<file path="config.mk">
export PLATFORM = sky130hd
export DESIGN_NAME = zero_cross_relay_timing_top
export DESIGN_NICKNAME = d
export VERILOG_FILES = /design/src/rtl/core/zcrt_pkg.sv /design/src/rtl/core/zcrt_front.sv /design/src/rtl/core/zcrt_queue.sv /design/src/rtl/core/zcrt_back.sv /design/src/rtl/core/zero_cross_relay_timing_top.sv
export SDC_FILE = /design/constraint.sdc
export NUM_CORES = 2
export LEC_CHECK = 0
export BUFFER_PORTS_ARGS = -buffer_cell sky130_fd_sc_hd__buf_4
export CAP_MARGIN = 20
export CORE_MARGIN = 4
export CORE_UTILIZATION = 45
export CTS_CLUSTER_SIZE = 12
export DETAILED_ROUTE_END_ITERATION = 12
export GPL_TIMING_DRIVEN = 0
export MAX_ROUTING_LAYER = met4
export PLACE_DENSITY = 0.59
export SYNTH_ARGS = -nofsm -noshare
export SYNTH_HDL_FRONTEND = slang
export SYNTH_SLANG_ARGS = --single-unit
</file>
<file path="constraint.sdc">
create_clock -name clock -period 22.6 [get_ports clock]
set_input_delay 4.52 -clock clock [delete_from_list [all_inputs] [get_ports clock]]
set_output_delay 4.52 -clock clock [all_outputs]
set_load 0.005 [all_outputs]
</file>
<file path="src/rtl/core/zcrt_pkg.sv">
package zcrt_pkg;

   localparam int SAMPLE_W = 32;
   localparam int TIME_W   = 48;
   localparam int GAP_W    = 16;
   localparam int LIMIT_W  = 8;
   localparam int DELAY_W  = 16;
   localparam int NUM_W    = SAMPLE_W + GAP_W;
   localparam int DEN_W    = SAMPLE_W + 1;
   localparam int DIV_CNT_W = $clog2(NUM_W);
   localparam int CSR_IDX_W = 2;
   localparam int CSR_DATA_W = 16;

   localparam logic [GAP_W-1:0]   GAP_MIN_RESET    = 16'd333;
   localparam logic [GAP_W-1:0]   GAP_MAX_RESET    = 16'd555;
   localparam logic [LIMIT_W-1:0] SAMPLE_LIMIT_RESET = 8'd42;
   localparam logic [GAP_W-1:0]   NO_LOAD_RESET    = 16'd10;

   localparam logic [CSR_IDX_W-1:0] CSR_GAP_MIN      = 2'd0;
   localparam logic [CSR_IDX_W-1:0] CSR_GAP_MAX      = 2'd1;
   localparam logic [CSR_IDX_W-1:0] CSR_SAMPLE_LIMIT = 2'd2;
   localparam logic [CSR_IDX_W-1:0] CSR_NO_LOAD      = 2'd3;

   localparam logic CMD_START  = 1'b0;
   localparam logic CMD_SAMPLE = 1'b1;

   typedef enum logic [2:0] {
      STATUS_IDLE     = 3'd0,
      STATUS_WAIT     = 3'd1,
      STATUS_FIRE     = 3'd2,
      STATUS_NO_LOAD  = 3'd3,
      STATUS_READ_ERR = 3'd4,
      STATUS_GAP_ERR  = 3'd5,
      STATUS_OFF_ERR  = 3'd6,
      STATUS_WATCHDOG = 3'd7
   } status_type;

   typedef struct packed {
      logic [GAP_W-1:0]   gap_min;
      logic [GAP_W-1:0]   gap_max;
      logic [LIMIT_W-1:0] sample_limit;
      logic [GAP_W-1:0]   no_load_level;
   } cfg_type;

   // One classified item: either a finished status or an interpolation to run
   typedef struct packed {
      logic                is_div;
      status_type          status;
      logic                level;
      logic [SAMPLE_W-1:0] v_mag;
      logic [GAP_W-1:0]    dt;
      logic [DEN_W-1:0]    den_mag;
      logic                quo_neg;
   } job_type;

endpackage

</file>
<file path="src/rtl/core/zcrt_front.sv">
module zcrt_front (
   input  logic                            clock,
   input  logic                            reset,
   input  logic                            in_valid,
   output logic                            in_ready,
   input  logic                            command,
   input  logic                            switch_on,
   input  logic [zcrt_pkg::SAMPLE_W-1:0]   sample_value,
   input  logic [zcrt_pkg::TIME_W-1:0]     time_us,
   input  logic                            read_error,
   input  zcrt_pkg::cfg_type               cfg,
   input  logic                            q_full,
   output logic                            q_push,
   output zcrt_pkg::job_type               q_job
);

   logic                            armed_ff, armed_in;
   logic                            level_ff, level_in;
   logic [zcrt_pkg::LIMIT_W-1:0]    count_ff, count_in;
   logic [zcrt_pkg::SAMPLE_W-1:0]   last_sample_ff, last_sample_in;
   logic [zcrt_pkg::TIME_W-1:0]     last_time_ff, last_time_in;

   logic                            accept;
   logic                            v_zero, cv_zero, v_pos;
   logic                            sign_change;
   logic [zcrt_pkg::TIME_W-1:0]     dt_full;
   logic                            gap_bad;
   logic [zcrt_pkg::DEN_W-1:0]      den;
   logic [zcrt_pkg::DEN_W-1:0]      den_mag;
   logic [zcrt_pkg::SAMPLE_W-1:0]   v_mag, cv_mag;
   logic [zcrt_pkg::LIMIT_W-1:0]    count_next;
   logic                            no_load_hit;

   assign in_ready = !q_full;
   assign accept   = in_valid && in_ready;
   assign q_push   = accept;

   always_comb begin
      v_zero  = (last_sample_ff == '0);
      cv_zero = (sample_value == '0);
      v_pos   = !last_sample_ff[zcrt_pkg::SAMPLE_W-1] && !v_zero;
      sign_change = (last_sample_ff[zcrt_pkg::SAMPLE_W-1] != sample_value[zcrt_pkg::SAMPLE_W-1])
                    || (v_zero != cv_zero);
      dt_full = time_us - last_time_ff;
      gap_bad = (dt_full > zcrt_pkg::TIME_W'(cfg.gap_max))
                || (dt_full < zcrt_pkg::TIME_W'(cfg.gap_min));
      den = {sample_value[zcrt_pkg::SAMPLE_W-1], sample_value}
            - {last_sample_ff[zcrt_pkg::SAMPLE_W-1], last_sample_ff};
      den_mag = den[zcrt_pkg::DEN_W-1] ? (~den + 1'b1) : den;
      v_mag   = last_sample_ff[zcrt_pkg::SAMPLE_W-1] ? (~last_sample_ff + 1'b1)
                                                      : last_sample_ff;
      cv_mag  = sample_value[zcrt_pkg::SAMPLE_W-1] ? (~sample_value + 1'b1) : sample_value;
      no_load_hit = (cv_mag <= zcrt_pkg::SAMPLE_W'(cfg.no_load_level));
      count_next  = count_ff + 1'b1;
   end

   always_comb begin
      armed_in       = armed_ff;
      level_in       = level_ff;
      count_in       = count_ff;
      last_sample_in = last_sample_ff;
      last_time_in   = last_time_ff;

      q_job.is_div  = 1'b0;
      q_job.status  = zcrt_pkg::STATUS_IDLE;
      q_job.level   = level_ff;
      q_job.v_mag   = v_mag;
      q_job.dt      = dt_full[zcrt_pkg::GAP_W-1:0];
      q_job.den_mag = den_mag;
      q_job.quo_neg = v_pos ^ den[zcrt_pkg::DEN_W-1];

      if (accept) begin
         if (command == zcrt_pkg::CMD_START) begin
            armed_in     = 1'b1;
            level_in     = switch_on;
            count_in     = '0;
            q_job.level  = switch_on;
            q_job.status = zcrt_pkg::STATUS_WAIT;
         end else if (!armed_ff) begin
            q_job.status = zcrt_pkg::STATUS_IDLE;
         end else if (read_error) begin
            armed_in     = 1'b0;
            q_job.status = zcrt_pkg::STATUS_READ_ERR;
         end else if ((count_ff > zcrt_pkg::LIMIT_W'(1)) && sign_change) begin
            // crossing: attempt ends here; unless the gap is out of window, interpolation runs in the back end
            armed_in = 1'b0;
            if (gap_bad) begin
               q_job.status = zcrt_pkg::STATUS_GAP_ERR;
            end else begin
               q_job.is_div = 1'b1;
               q_job.status = zcrt_pkg::STATUS_FIRE;
            end
         end else begin
            last_sample_in = sample_value;
            last_time_in   = time_us;
            count_in       = count_next;
            if (count_next >= cfg.sample_limit) begin
               armed_in = 1'b0;
               if (level_ff || !no_load_hit) begin
                  q_job.status = zcrt_pkg::STATUS_WATCHDOG;
               end else begin
                  q_job.status = zcrt_pkg::STATUS_NO_LOAD;
               end
            end else begin
               q_job.status = zcrt_pkg::STATUS_WAIT;
            end
         end
      end
   end

   always_ff @(posedge clock) begin
      if (reset) begin
         armed_ff       <= 1'b0;
         level_ff       <= 1'b0;
         count_ff       <= '0;
         last_sample_ff <= '0;
         last_time_ff   <= '0;
      end else begin
         armed_ff       <= armed_in;
         level_ff       <= level_in;
         count_ff       <= count_in;
         last_sample_ff <= last_sample_in;
         last_time_ff   <= last_time_in;
      end
   end

endmodule

</file>
<file path="src/rtl/core/zcrt_queue.sv">
module zcrt_queue #(
   parameter int DEPTH = 2
) (
   input  logic               clock,
   input  logic               reset,
   input  logic               push,
   input  zcrt_pkg::job_type  push_data,
   output logic               full,
   input  logic               pop,
   output logic               not_empty,
   output zcrt_pkg::job_type  head
);

   localparam int PTR_W = (DEPTH > 1) ? $clog2(DEPTH) : 1;
   localparam int CNT_W = $clog2(DEPTH + 1);

   zcrt_pkg::job_type  slot_ff [DEPTH];
   logic [PTR_W-1:0]   wr_ptr_ff, wr_ptr_in;
   logic [PTR_W-1:0]   rd_ptr_ff, rd_ptr_in;
   logic [CNT_W-1:0]   count_ff, count_in;
   logic               do_push, do_pop;

   assign full      = (count_ff == CNT_W'(DEPTH));
   assign not_empty = (count_ff != '0);
   assign head      = slot_ff[rd_ptr_ff];
   assign do_push   = push && !full;
   assign do_pop    = pop && not_empty;

   always_comb begin
      wr_ptr_in = wr_ptr_ff;
      rd_ptr_in = rd_ptr_ff;
      count_in  = count_ff;
      if (do_push) begin
         wr_ptr_in = (wr_ptr_ff == PTR_W'(DEPTH - 1)) ? '0 : wr_ptr_ff + 1'b1;
      end
      if (do_pop) begin
         rd_ptr_in = (rd_ptr_ff == PTR_W'(DEPTH - 1)) ? '0 : rd_ptr_ff + 1'b1;
      end
      case ({do_push, do_pop})
         2'b10:   count_in = count_ff + 1'b1;
         2'b01:   count_in = count_ff - 1'b1;
         default: count_in = count_ff;
      endcase
   end

   always_ff @(posedge clock) begin
      if (do_push) begin
         slot_ff[wr_ptr_ff] <= push_data;
      end
   end

   always_ff @(posedge clock) begin
      if (reset) begin
         wr_ptr_ff <= '0;
         rd_ptr_ff <= '0;
         count_ff  <= '0;
      end else begin
         wr_ptr_ff <= wr_ptr_in;
         rd_ptr_ff <= rd_ptr_in;
         count_ff  <= count_in;
      end
   end

endmodule

</file>
<file path="src/rtl/core/zcrt_back.sv">
module zcrt_back (
   input  logic                          clock,
   input  logic                          reset,
   input  logic                          q_valid,
   input  zcrt_pkg::job_type             q_job,
   output logic                          q_pop,
   output logic                          out_valid,
   input  logic                          out_ready,
   output zcrt_pkg::status_type          out_status,
   output logic [zcrt_pkg::DELAY_W-1:0]  out_delay,
   output logic                          out_level
);

   typedef enum logic [3:0] {
      ST_IDLE = 4'b0001,
      ST_MUL  = 4'b0010,
      ST_DIV  = 4'b0100,
      ST_DONE = 4'b1000
   } state_type;

   state_type                          state_ff, state_in;
   zcrt_pkg::job_type                  job_ff, job_in;
   logic [zcrt_pkg::NUM_W-1:0]         num_ff, num_in;
   logic [zcrt_pkg::DEN_W-1:0]         rem_ff, rem_in;
   logic [zcrt_pkg::NUM_W-1:0]         quo_ff, quo_in;
   logic [zcrt_pkg::DIV_CNT_W-1:0]     cnt_ff, cnt_in;

   logic                               out_valid_ff, out_valid_in;
   zcrt_pkg::status_type               out_status_ff, out_status_in;
   logic [zcrt_pkg::DELAY_W-1:0]       out_delay_ff, out_delay_in;
   logic                               out_level_ff, out_level_in;

   logic                               out_free;
   logic [zcrt_pkg::DEN_W:0]           trial;
   logic [zcrt_pkg::DEN_W:0]           trial_diff;
   logic                               off_bad;

   assign out_valid  = out_valid_ff;
   assign out_status = out_status_ff;
   assign out_delay  = out_delay_ff;
   assign out_level  = out_level_ff;
   assign out_free   = !out_valid_ff || out_ready;

   always_comb begin
      trial      = {rem_ff, num_ff[zcrt_pkg::NUM_W-1]};
      trial_diff = trial - {1'b0, job_ff.den_mag};
      // truncated quotient must land in [0, dt]
      off_bad    = job_ff.quo_neg ? (quo_ff != '0)
                                  : (quo_ff > zcrt_pkg::NUM_W'(job_ff.dt));
   end

   always_comb begin
      state_in      = state_ff;
      job_in        = job_ff;
      num_in        = num_ff;
      rem_in        = rem_ff;
      quo_in        = quo_ff;
      cnt_in        = cnt_ff;
      q_pop         = 1'b0;
      out_valid_in  = out_valid_ff && !out_ready;
      out_status_in = out_status_ff;
      out_delay_in  = out_delay_ff;
      out_level_in  = out_level_ff;

      unique case (state_ff)
         ST_IDLE: begin
            if (q_valid) begin
               if (q_job.is_div) begin
                  q_pop    = 1'b1;
                  job_in   = q_job;
                  state_in = ST_MUL;
               end else if (out_free) begin
                  q_pop         = 1'b1;
                  out_valid_in  = 1'b1;
                  out_status_in = q_job.status;
                  out_delay_in  = '0;
                  out_level_in  = q_job.level;
               end
            end
         end
         ST_MUL: begin
            num_in   = {{zcrt_pkg::GAP_W{1'b0}}, job_ff.v_mag}
                       * {{zcrt_pkg::SAMPLE_W{1'b0}}, job_ff.dt};
            rem_in   = '0;
            quo_in   = '0;
            cnt_in   = zcrt_pkg::DIV_CNT_W'(zcrt_pkg::NUM_W - 1);
            state_in = ST_DIV;
         end
         ST_DIV: begin
            // one restoring step per cycle, dividend MSB first
            num_in = {num_ff[zcrt_pkg::NUM_W-2:0], 1'b0};
            if (!trial_diff[zcrt_pkg::DEN_W]) begin
               rem_in = trial_diff[zcrt_pkg::DEN_W-1:0];
               quo_in = {quo_ff[zcrt_pkg::NUM_W-2:0], 1'b1};
            end else begin
               rem_in = trial[zcrt_pkg::DEN_W-1:0];
               quo_in = {quo_ff[zcrt_pkg::NUM_W-2:0], 1'b0};
            end
            cnt_in = cnt_ff - 1'b1;
            if (cnt_ff == '0) begin
               state_in = ST_DONE;
            end
         end
         ST_DONE: begin
            if (out_free) begin
               out_valid_in = 1'b1;
               out_level_in = job_ff.level;
               if (off_bad) begin
                  out_status_in = zcrt_pkg::STATUS_OFF_ERR;
                  out_delay_in  = '0;
               end else begin
                  out_status_in = zcrt_pkg::STATUS_FIRE;
                  out_delay_in  = quo_ff[zcrt_pkg::DELAY_W-1:0];
               end
               state_in = ST_IDLE;
            end
         end
         default: begin
            state_in = ST_IDLE;
         end
      endcase
   end

   always_ff @(posedge clock) begin
      job_ff        <= job_in;
      num_ff        <= num_in;
      rem_ff        <= rem_in;
      quo_ff        <= quo_in;
      cnt_ff        <= cnt_in;
      out_status_ff <= out_status_in;
      out_delay_ff  <= out_delay_in;
      out_level_ff  <= out_level_in;
   end

   always_ff @(posedge clock) begin
      if (reset) begin
         state_ff     <= ST_IDLE;
         out_valid_ff <= 1'b0;
      end else begin
         state_ff     <= state_in;
         out_valid_ff <= out_valid_in;
      end
   end

endmodule

</file>
<file path="src/rtl/core/zero_cross_relay_timing_top.sv">
// Channel  Direction  Content
// req_*    in         start command or timestamped sample
// rsp_*    out        one status result per request
// csr_*    in         register writes (gap window, sample limit, no-load level)
//
// A request that needs no interpolation goes through the job queue to the result register.
// A crossing runs through the back end: pop in ST_IDLE, multiply in ST_MUL, the
// one-bit-per-cycle restoring divider in ST_DIV and the result in ST_DONE; no new job is popped until then.
// The front end keeps taking requests while the job queue (QUEUE_DEPTH) has room.
// Reset is synchronous: attempt disarmed, queue emptied, registers to defaults.
// A stalled rsp_tready holds the result register and backs up through the queue.
module zero_cross_relay_timing_top #(
   parameter int QUEUE_DEPTH = 2
) (
   input  logic                                 clock,
   input  logic                                 reset,

   input  logic                                 req_tvalid,
   output logic                                 req_tready,
   // [0] switch_on, [32:1] sample_value, [80:33] time_us, [87:81] zero
   input  logic [87:0]                          req_tdata,
   // [0] command, [1] read_error
   input  logic [1:0]                           req_tuser,

   output logic                                 rsp_tvalid,
   input  logic                                 rsp_tready,
   // [15:0] delay_us, [16] relay_level, [23:17] zero
   output logic [23:0]                          rsp_tdata,
   // [2:0] status
   output logic [2:0]                           rsp_tuser,

   input  logic                                 csr_wr_en,
   input  logic [zcrt_pkg::CSR_IDX_W-1:0]       csr_index,
   input  logic [zcrt_pkg::CSR_DATA_W-1:0]      csr_wr_data
);

   zcrt_pkg::cfg_type                  cfg_ff, cfg_in;
   logic                               q_push, q_full, q_pop, q_valid;
   zcrt_pkg::job_type                  q_wr_job, q_head;
   zcrt_pkg::status_type               out_status;
   logic [zcrt_pkg::DELAY_W-1:0]       out_delay;
   logic                               out_level;

   always_comb begin
      cfg_in = cfg_ff;
      if (csr_wr_en) begin
         unique case (csr_index)
            zcrt_pkg::CSR_GAP_MIN:      cfg_in.gap_min = csr_wr_data;
            zcrt_pkg::CSR_GAP_MAX:      cfg_in.gap_max = csr_wr_data;
            zcrt_pkg::CSR_SAMPLE_LIMIT:
               cfg_in.sample_limit = csr_wr_data[zcrt_pkg::LIMIT_W-1:0];
            zcrt_pkg::CSR_NO_LOAD:      cfg_in.no_load_level = csr_wr_data;
            default:                    cfg_in = cfg_ff;
         endcase
      end
   end

   always_ff @(posedge clock) begin
      if (reset) begin
         cfg_ff.gap_min       <= zcrt_pkg::GAP_MIN_RESET;
         cfg_ff.gap_max       <= zcrt_pkg::GAP_MAX_RESET;
         cfg_ff.sample_limit  <= zcrt_pkg::SAMPLE_LIMIT_RESET;
         cfg_ff.no_load_level <= zcrt_pkg::NO_LOAD_RESET;
      end else begin
         cfg_ff <= cfg_in;
      end
   end

   zcrt_front u_front (
      .clock        (clock),
      .reset        (reset),
      .in_valid     (req_tvalid),
      .in_ready     (req_tready),
      .command      (req_tuser[0]),
      .switch_on    (req_tdata[0]),
      .sample_value (req_tdata[32:1]),
      .time_us      (req_tdata[80:33]),
      .read_error   (req_tuser[1]),
      .cfg          (cfg_ff),
      .q_full       (q_full),
      .q_push       (q_push),
      .q_job        (q_wr_job)
   );

   zcrt_queue #(
      .DEPTH (QUEUE_DEPTH)
   ) u_queue (
      .clock     (clock),
      .reset     (reset),
      .push      (q_push),
      .push_data (q_wr_job),
      .full      (q_full),
      .pop       (q_pop),
      .not_empty (q_valid),
      .head      (q_head)
   );

   zcrt_back u_back (
      .clock      (clock),
      .reset      (reset),
      .q_valid    (q_valid),
      .q_job      (q_head),
      .q_pop      (q_pop),
      .out_valid  (rsp_tvalid),
      .out_ready  (rsp_tready),
      .out_status (out_status),
      .out_delay  (out_delay),
      .out_level  (out_level)
   );

   assign rsp_tdata = {7'b0, out_level, out_delay};
   assign rsp_tuser = out_status;

   // front end never pushes into a full queue
   assert property (@(posedge clock) disable iff (reset) q_push |-> !q_full)
      else $error("job pushed into full queue");

   // delay is only carried by a fire result
   assert property (@(posedge clock) disable iff (reset)
      (rsp_tvalid && (rsp_tuser != zcrt_pkg::STATUS_FIRE)) |-> (rsp_tdata[15:0] == '0))
      else $error("nonzero delay on non-fire result");

   assert property (@(posedge clock) reset |=> !rsp_tvalid)
      else $error("result valid after reset");

endmodule

</file>
==> flow_metrics.tcl <==
set metrics [dict create \
    grt_max_degree 65 \
    hold_class "flip-flop to flip-flop" \
    arrival_ns 10.24 \
    ctsResizeCount 0 \
    synth_top_area_frac 0.262 \
    synth_top_area_cell "edfxtp_1" \
    ys_seq_area_frac 0.328 \
    ys_warn_count 0 \
    max_freq_mhz 101 \
    cp-start-kind "input port" \
    finalClockSkew_ns 0.0345 \
    tightestPinTransition_ns 1.01 \
    die_area_um2 110000 \
    drive_above_1_share 0.0742 \
    antenna_cells 0 \
    gr-usage-all-layers 0.237 \
    maxSlewViolCount 0 \
    synthDistinctLibCells 85 \
    clk_pin_slew_worst_paths_ns 0.05 \
    viasPerCell 5.33 \
    r2r-end "u_back.num_ff[46]$_DFFE_PP_" \
    setup_viol_count_final 0 \
    post_cts.repair.setup_buffers 0 \
    fin_crit_sh 0.438 \
    grt_antenna_before_repair 2 \
    drt-total-wl_um 128000 \
    max_slew_margin 0.321 \
    r2r_cells 24 \
    synth_edf_count 412 \
    rows 118 \
    post_synth.cell_area_avg_um2 9.48 \
    hold_viol 0 \
    crit_path_frequent_cell "a21oi_1" \
    initial_core_util 0.455 \
    syn_inst 4981 \
    cp.depth 23 \
    rsz0062_at_grt "false" \
    via_count 35400 \
    synthArstFlopShare 0 \
    r2r_slack_ns 13.90 \
    clk_path_buf_depth 3 \
    dpl.hpwl_um 103000 \
    die_h_um 332 \
    slowest_delay_ns 0.85 \
    insertion_delay_ns 0.65 \
    cts_tree "done" \
    synth_area_um2 47200 \
    io_pins 142 \
    cts_hold_buf 0 \
    fin_util 0.505 \
    crit_path_end_kind "flip-flop" \
    grt_pass1_vias 35000 \
    crit_chain "buf_4 > ha_1 > o21a_1 > o31a_1 > o221a_2 > a21o_1 > nor2_1 > o21ai_0 > a21o_1 > a21oi_1 > xnor2_1 > ha_1 > a21oi_1 > o21ai_0 > a311oi_1 > a21oi_1 > nand4b_1 > a2111oi_0 > nand4_1 > nor4_1 > nand4_1 > o41ai_1 > a21oi_1" \
    numPortBuffers 126 \
    drtAntennaViolNets 0 \
    critPathRequiredTime_ns 22.94 \
    synth_area_leaders "edfxtp_1, fa_1, ha_1, dfxtp_1, nand2_1" \
    numCtsBuffers 67 \
    routabilityCongestion 0.932 \
    grt.overflow.total 0 \
    die_w_um 332 \
    final.fill_count 9729 \
    cp_top_family "compound AO/OA/AOI/OAI gates" \
    crit_end "u_queue.slot_ff[0][83]$_DFFE_PP_" \
    drcViolationCount 0 \
    clock-root-buffer "clkbuf_16" \
    syn2layout_area_growth_pct 11.1 \
    period_needed_ns 9.90 \
    synth-main-ff-cell "edfxtp_1" \
    grt_pass1_wl_um 199000 \
    drt_iter0_markers 2281 \
    critical_path_class "input port to flip-flop" \
    r2r-start "u_back.job_ff[52]$_DFFE_PP_" \
    drt_first_pass_iters 7 \
    timing.max_cap.violations 0 \
    worst_path_max_delay_cell "o41ai_1" \
    ys_ff_latch 568 \
    htreeDepth 3 \
    status "finished, final reports clean" \
    crit_fanout 6 \
    wl_per_cell_um 19.4 \
    fin_tns_setup_ns 0 \
    nets 6049 \
    core-area_um2 104000 \
    cp_num_buf_inv 1 \
    worstSetupStartpoint "req_tdata[35]" \
    cts_sinks 568 \
]
worst min path at each step:
stage | from | end | slack, ns | depth (start not counted)
after floorplan | cfg_ff[10]$_SDFFE_PP0P_ | cfg_ff[10]$_SDFFE_PP0P_ | 0.44 | 2
after global placement | u_front.last_time_ff[3]$_SDFFE_PP0P_ | u_front.last_time_ff[3]$_SDFFE_PP0P_ | 0.44 | 2
after detailed placement | u_front.last_time_ff[3]$_SDFFE_PP0P_ | u_front.last_time_ff[3]$_SDFFE_PP0P_ | 0.45 | 2
after CTS | u_front.last_time_ff[3]$_SDFFE_PP0P_ | u_front.last_time_ff[3]$_SDFFE_PP0P_ | 0.45 | 2
after global routing | u_front.last_time_ff[11]$_SDFFE_PP0P_ | u_front.last_time_ff[11]$_SDFFE_PP0P_ | 0.47 | 2
final | u_front.last_time_ff[39]$_SDFFE_PP0P_ | u_front.last_time_ff[39]$_SDFFE_PP0P_ | 0.45 | 2
metal layers:
| layer | wire length [µm] | vias to the layer above | part of all wire | track usage |
|---|---|---|---|---|
| met3 | 8460 | 227 | 0.066 | 0.0467 |
| li1 | - | 17000 | - | - |
| met4 | 3930 | 0 | 0.031 | 0.0686 |
| met1 | 57500 | 17200 | 0.45 | 0.312 |
| met2 | 58500 | 1006 | 0.46 | 0.372 |
| met5 | 0 | - | 0 | - |
cell type report:
type | instances | area (µm²) | share of cell area
Timing Repair Buffer | 148 | 1260 | 0.0241
Clock buffer | 86 | 1820 | 0.0347
Buffer | 212 | 860 | 0.0164
Tap cell | 1380 | 1730 | 0.0329
Clock inverter | 34 | 357 | 0.00680
Multi-Input combinational cell | 3506 | 28300 | 0.539
Sequential cell | 568 | 15500 | 0.295
Inverter | 701 | 2630 | 0.0502
Yosys cell counts (all sizes together) (6+ instances only):
library cell  instances
a2111oi              12
a211o                14
a211oi               27
a21boi                7
a21o                 83
a21oi               332
a31oi                21
and2                287
and3                 22
buf                  37
clkbuf              175
dfxtp               156
edfxtp              412
fa                  421
ha                  311
inv                 701
mux2                 88
mux2i                35
nand2               745
nand2b               38
nand3                55
nand3b               12
nand4                58
nor2                241
nor2b                23
nor3                 50
nor4                 29
o211ai               11
o21a                 31
o21ai               143
o21bai               20
o22ai                 6
o31a                 14
o31ai                30
o41ai                 9
or2                   6
or3                  16
or4                   9
xnor2               145
xor2                 65
tightest hold or removal path, delay by kind of cell, from the launching register on:
family,cells,cell delay [ns]
flops,1,0.30
simple gates,1,0.05
compound gates,1,0.05
layout by cell type (no fill, tap or decap), types with 15 or more instances in the layout:
cell type,n
a21o_1,83
nor4_1,29
buf_4,135
a21oi_1,331
edfxtp_1,412
clkbuf_1,187
nand2b_1,38
o31ai_1,30
xor2_1,65
clkinv_1,15
mux2i_1,35
nand4_1,57
and3_1,21
nand2_1,745
o21a_1,31
a211oi_1,27
dfxtp_1,156
ha_1,311
nor3_1,49
buf_2,25
nor2_1,238
or3_1,16
a31oi_1,20
clkbuf_16,68
nand3_1,55
xnor2_1,145
and2_1,285
o21bai_1,20
fa_1,421
nor2b_1,23
inv_1,701
mux2_2,88
o21ai_0,139
registers in the layout, summed over array words and instances (netlist names), 6 cells and up, named ones only:
signal and flops:
u_queue.slot_ff 174, u_back.job_ff 83, cfg_ff 56, u_back.num_ff 48, u_back.quo_ff 48, u_front.last_time_ff 48, u_back.rem_ff 33, u_front.last_sample_ff 32
u_back.out_delay 16, u_front.count_ff 8, u_back.cnt_ff 6
through the flow:
stage                     setup WS, ns  std cells  cell area [µm²]  hold WS (ns)
after floorplan                  12.08       4987            47200         0.436
after global placement            7.63       6493            49900         0.441
after detailed placement         12.13       6514            50300         0.446
after CTS                        12.76       6634            52400         0.454
after global routing             12.39       6635            52400         0.466
final                            12.70       6635            52400         0.451
cell families (layout without fill, tap and decap cells):
kind of cell,Yosys count,count (layout),synth area share
simple gates,1619,1619,0.162
flops,568,568,0.328
fa+ha+maj,732,732,0.261
mux,123,123,0.0284
other cells,1,7,0.0000794
xor+xnor,210,210,0.0390
buf+inv,913,1181,0.0739
compound gates,815,815,0.108
Power is not shown: default switching activity piles up to over one toggle a cycle in this logic, so the estimate is an artifact.
